`src/rtl/simp_pkg.sv`:
```
// types, opcodes and control encodings shared by the simp risc executor
package simp_pkg;

	typedef enum logic [1:0] {
		CMD_MEM_WR = 2'd0,
		CMD_EXEC   = 2'd1,
		CMD_MEM_RD = 2'd2,
		CMD_REG_RD = 2'd3
	} cmd_t;

	typedef struct packed {
		cmd_t        cmd;
		logic [11:0] addr;
		logic [31:0] data;
	} req_t;

	typedef struct packed {
		logic [11:0] next_pc;
		logic        halted;
		logic [31:0] read_data;
		logic [7:0]  executed_opcode;
	} rsp_t;

	localparam logic [7:0] OP_ADD  = 8'd0;
	localparam logic [7:0] OP_SUB  = 8'd1;
	localparam logic [7:0] OP_AND  = 8'd2;
	localparam logic [7:0] OP_OR   = 8'd3;
	localparam logic [7:0] OP_XOR  = 8'd4;
	localparam logic [7:0] OP_MUL  = 8'd5;
	localparam logic [7:0] OP_SLL  = 8'd6;
	localparam logic [7:0] OP_SRA  = 8'd7;
	localparam logic [7:0] OP_SRL  = 8'd8;
	localparam logic [7:0] OP_BEQ  = 8'd9;
	localparam logic [7:0] OP_BNE  = 8'd10;
	localparam logic [7:0] OP_BLT  = 8'd11;
	localparam logic [7:0] OP_BGT  = 8'd12;
	localparam logic [7:0] OP_BLE  = 8'd13;
	localparam logic [7:0] OP_BGE  = 8'd14;
	localparam logic [7:0] OP_JAL  = 8'd15;
	localparam logic [7:0] OP_LW   = 8'd16;
	localparam logic [7:0] OP_SW   = 8'd17;
	localparam logic [7:0] OP_HALT = 8'd21;

	localparam logic [3:0] REG_ZERO = 4'd0;
	localparam logic [3:0] REG_IMM  = 4'd1;
	localparam logic [3:0] REG_LINK = 4'd15;

	typedef enum logic [2:0] {
		S_CLEAR,
		S_IDLE,
		S_ISSUE,
		S_DECODE,
		S_EXEC,
		S_COMMIT,
		S_LOAD,
		S_RESP
	} state_t;

	typedef enum logic [2:0] {
		MEM_NONE,
		MEM_CLEAR,
		MEM_HOST_WR,
		MEM_HOST_RD,
		MEM_FETCH,
		MEM_LOAD,
		MEM_STORE
	} mem_op_t;

	typedef enum logic [1:0] {
		RF_RD_NONE,
		RF_RD_HOST,
		RF_RD_SRC,
		RF_RD_DST
	} rf_rd_t;

	typedef struct packed {
		mem_op_t mem_op;
		rf_rd_t  rf_rd;
		logic    load_req;
		logic    decode;
		logic    exec;
		logic    commit;
		logic    load_wb;
		logic    rsp_load;
	} ctl_t;

	typedef struct packed {
		cmd_t cmd;
		logic halted;
		logic clr_last;
		logic load_ok;
		logic store_ok;
	} stat_t;

endpackage

```
`src/rtl/simp_ctrl.sv`:
```
// controller state machine sequencing host commands and instruction steps
module simp_ctrl (
	input  logic              clk,
	input  logic              arst_n,
	input  logic              req_valid,
	output logic              req_ready,
	output logic              rsp_valid,
	input  logic              rsp_ready,
	input  simp_pkg::stat_t   stat,
	output simp_pkg::ctl_t    ctl
);

	simp_pkg::state_t state_q, state_d;
	logic rsp_valid_q;

	always_ff @(posedge clk or negedge arst_n) begin
		if (!arst_n) begin
			state_q <= simp_pkg::S_CLEAR;
		end else begin
			state_q <= state_d;
		end
	end

	always_ff @(posedge clk or negedge arst_n) begin
		if (!arst_n) begin
			rsp_valid_q <= 1'b0;
		end else if (ctl.rsp_load) begin
			rsp_valid_q <= 1'b1;
		end else if (rsp_ready) begin
			rsp_valid_q <= 1'b0;
		end
	end

	assign rsp_valid = rsp_valid_q;

	// next state
	always_comb begin
		state_d = state_q;
		unique case (state_q)
			simp_pkg::S_CLEAR: begin
				if (stat.clr_last) state_d = simp_pkg::S_IDLE;
			end
			simp_pkg::S_IDLE: begin
				if (req_valid) state_d = simp_pkg::S_ISSUE;
			end
			simp_pkg::S_ISSUE: begin
				if (stat.cmd == simp_pkg::CMD_EXEC && !stat.halted) begin
					state_d = simp_pkg::S_DECODE;
				end else begin
					state_d = simp_pkg::S_RESP;
				end
			end
			simp_pkg::S_DECODE: state_d = simp_pkg::S_EXEC;
			simp_pkg::S_EXEC:   state_d = simp_pkg::S_COMMIT;
			simp_pkg::S_COMMIT: begin
				state_d = stat.load_ok ? simp_pkg::S_LOAD : simp_pkg::S_RESP;
			end
			simp_pkg::S_LOAD:   state_d = simp_pkg::S_RESP;
			simp_pkg::S_RESP: begin
				if (!rsp_valid_q || rsp_ready) state_d = simp_pkg::S_IDLE;
			end
		endcase
	end

	// outputs
	always_comb begin
		ctl = '0;
		ctl.mem_op = simp_pkg::MEM_NONE;
		ctl.rf_rd = simp_pkg::RF_RD_NONE;
		req_ready = 1'b0;
		unique case (state_q)
			simp_pkg::S_CLEAR: ctl.mem_op = simp_pkg::MEM_CLEAR;
			simp_pkg::S_IDLE: begin
				req_ready = 1'b1;
				ctl.load_req = req_valid;
			end
			simp_pkg::S_ISSUE: begin
				unique case (stat.cmd)
					simp_pkg::CMD_MEM_WR: ctl.mem_op = simp_pkg::MEM_HOST_WR;
					simp_pkg::CMD_EXEC: begin
						if (!stat.halted) ctl.mem_op = simp_pkg::MEM_FETCH;
					end
					simp_pkg::CMD_MEM_RD: ctl.mem_op = simp_pkg::MEM_HOST_RD;
					simp_pkg::CMD_REG_RD: ctl.rf_rd = simp_pkg::RF_RD_HOST;
				endcase
			end
			simp_pkg::S_DECODE: begin
				ctl.decode = 1'b1;
				ctl.rf_rd = simp_pkg::RF_RD_SRC;
			end
			simp_pkg::S_EXEC: begin
				ctl.exec = 1'b1;
				ctl.rf_rd = simp_pkg::RF_RD_DST;
			end
			simp_pkg::S_COMMIT: begin
				ctl.commit = 1'b1;
				if (stat.load_ok) begin
					ctl.mem_op = simp_pkg::MEM_LOAD;
				end else if (stat.store_ok) begin
					ctl.mem_op = simp_pkg::MEM_STORE;
				end
			end
			simp_pkg::S_LOAD: ctl.load_wb = 1'b1;
			simp_pkg::S_RESP: ctl.rsp_load = !rsp_valid_q || rsp_ready;
		endcase
	end

	a_no_overwrite: assert property (@(posedge clk) disable iff (!arst_n)
		ctl.rsp_load |-> (!rsp_valid_q || rsp_ready))
		else $error("pending result overwritten");

	a_no_accept_in_clear: assert property (@(posedge clk) disable iff (!arst_n)
		(state_q == simp_pkg::S_CLEAR) |-> !ctl.load_req)
		else $error("item accepted during memory clear");

endmodule

```
`config.mk`:
```
export PLATFORM = sky130hd
export DESIGN_NAME = simp_ctrl
export DESIGN_NICKNAME = d
export VERILOG_FILES = /design/src/rtl/simp_pkg.sv /design/src/rtl/simp_ctrl.sv
export SDC_FILE = /design/constraint.sdc
export NUM_CORES = 1
export LEC_CHECK = 0
export ABC_AREA = 1
export BUFFER_PORTS_ARGS = -buffer_cell sky130_fd_sc_hd__buf_2
export CAP_MARGIN = 0
export CORE_AREA = 2 2 39 41
export DETAILED_ROUTE_END_ITERATION = 7
export DIE_AREA = 0 0 41 43
export GPL_TIMING_DRIVEN = 0
export HOLD_SLACK_MARGIN = 0.03
export PLACE_DENSITY = 0.67
export SLEW_MARGIN = 20
export SYNTH_ARGS = -nofsm -noshare
export SYNTH_HDL_FRONTEND = slang
export SYNTH_SLANG_ARGS = --single-unit
```
`constraint.sdc`:
```
create_clock -name clk -period 2.5 [get_ports clk]
set_input_delay 0.25 -clock clk [delete_from_list [all_inputs] [get_ports clk]]
set_output_delay 0.25 -clock clk [all_outputs]
set_load 0.05 [all_outputs]
```
==> qor.yml <==
setup_path:
  ff2ff_setup_slack_ps: 1370
  worst-path-max-fanout: 8
  cp.buffers_inverters: 2
  critical_path_class: "flop to output port"
  cpPeakStageDelay_ps: 450
  slowest_stage: "dfrtp_1"
  worstPathArrival_ps: 1480
  reg2reg_depth: 4
  worstReg2RegEnd: "state_q[1]"
  crit_family: "flip-flops"
  r2r_start: "state_q[1]"
  end_kind: "output port"
  crit_required_ps: 2250
  crit_chain: "inv_4 -> nand3_1 -> o31ai_1 -> buf_2"
  crit_start: "state_q[2]"
  start_kind: "flop"
place:
  dp_hpwl_um: 716
  port_buffers: 22
  gp_congestion: 0.686
floorplanning:
  fp.coreArea_um2: 1380
  start_util: 0.259
  rows: 14
  dieArea_um2: 1760
  die_x_um: 41
  dieHeight_um: 43
  io_pins: 23
worst_hold_path:
  hold_path_class: "input pin to flop"
  hold_depth: 2
  min-delay-start: "rsp_ready"
  holdPathEnd: "rsp_valid"
clock_tree:
  cts_tree: "done"
  ctsResizeCount: 0
  clk_path_buf_depth: 2
  htreeDepth: 1
  numCtsBuffers: 3
  insertion_delay_ps: 230
  cts_hold_buf: 1
  cts_root_buf: "clkbuf_4"
  cts.sinks: 4
  post_cts_buffers: 0
  clk_pin_slew_ps: 40
timing:
  finalCritPeriodShare: 0.690
  fin_crit_ps: 1730
  rsz0062_at_grt: "false"
  timing.fmax_mhz: 580
  hold_violations: 0
  setup_violations: 0
  fin_setup_tns_ps: 0
  finClkSkew_ps: 5.01
  worst_pin_slew_ps: 281
  drv_slew: 0
  relSlewSlack: 0.812
route:
  firstDrtPassIters: 4
  first_iter_violations: 6
  vias: 447
  ant_nets: 0
  wire_per_inst_um: 8.44
  post_drt_via_cell_ratio: 4.43
  wirelength_um: 852
  drc_errors: 0
logic_synthesis:
  synthAdderAreaFrac: 0
  synthCells: 59
  synthMuxAreaShare: 0
  syn_nets: 69
  syn_area_um2: 359
  avgSynthCellArea_um2: 6.09
  yosys_warnings: 0
  ys_seq_area_frac: 0.279
  yosys.area_share.simple: 0.408
  synthXorXnorAreaFrac: 0
  synth_top_family_by_area: "simple AND/OR/NAND/NOR gates"
  ys_ff_latch: 4
  synth_compound_area_frac: 0.150
  synth_cell_types: 14
grt:
  grt_pass1_wl_mm: 1.42
  track_usage: 0.118
  grt_overflow: 0
  grt_start_max_net_pins: 9
  first_global_vias: 381
  antenna_found_initial: 0
run_status:
  status: "complete, no violations"
finish:
  final_cell_mix: "22 x buf_2, 14 x inv_1, 10 x nand2_1, 10 x nor2_1, 6 x nand3_1"
  nets: 97
  final_common_cell: "buf_2"
  area_growth_pct: 45.3
  drive_gt1_frac: 0.353
  antenna_cells: 0
run:
  maxCapViolCount: 0
==> Yosys cell counts <==
cell | count | area, um^2
nor2_1 | 10 | 37.5
o31ai_1 | 1 | 7.51
nand3_1 | 6 | 30.0
nand2_1 | 10 | 37.5
inv_1 | 14 | 52.6
nor2_4 | 2 | 22.5
nand4_1 | 1 | 6.26
inv_4 | 1 | 6.26
o211ai_1 | 1 | 7.51
o21bai_1 | 1 | 7.51
dfrtp_1 | 4 | 100
o21ai_0 | 5 | 25.0
o22ai_1 | 1 | 6.26
nand2_2 | 2 | 12.5
==> final cells by class <==
class / count / area, um^2
sequential: 4 / 100
tap: 16 / 20.0
timing repair buffer: 23 / 120
multi-input combinational: 40 / 200
inverter: 15 / 58.8
clock buffer: 3 / 22.5
fill: 164 / 862
==> per-stage QoR <==
stage,instance area [um^2],hold slack [ps],std cells,setup slack [ps],utilization
after CTS,522,220,101,753,0.377
final,522,221,101,775,0.377
after floorplan,359,-45.6,59,381,-
after detailed placement,489,60.6,97,1000,0.354
after global placement,489,60.5,97,1010,0.354
after global routing,522,225,101,657,0.377
==> registers in the layout, summed over array words and instances (netlist names) <==
name	flops
state_q	3
rsp_valid	1
==> metal layers <==
metal / wire length (um) / vias to the layer above / track usage
li1: - / 239 / -
met3: 65 / 0 / 0.0314
met5: 0 / - / 0
met1: 390 / 188 / 0.140
met2: 396 / 20 / 0.184
met4: 0 / 0 / 0.0600
==> how the worst max path moves through the flow <==
stage,to,slack (ps),depth (start not counted)
after floorplan,ctl[6],380,3
after global placement,ctl[6],1010,4
after detailed placement,ctl[6],1000,4
after CTS,ctl[6],750,4
after global routing,ctl[6],660,4
final,ctl[6],770,4
==> cells by family (layout without fill, tap and decap cells) <==
family	after synthesis	in the layout
buffers and inverters	15	41
and+or+nand+nor	31	31
DFF	4	4
AOI/OAI and AO/OA	9	9
Power is not shown: default switching activity piles up to over one toggle a cycle in this logic, so the estimate is an artifact.
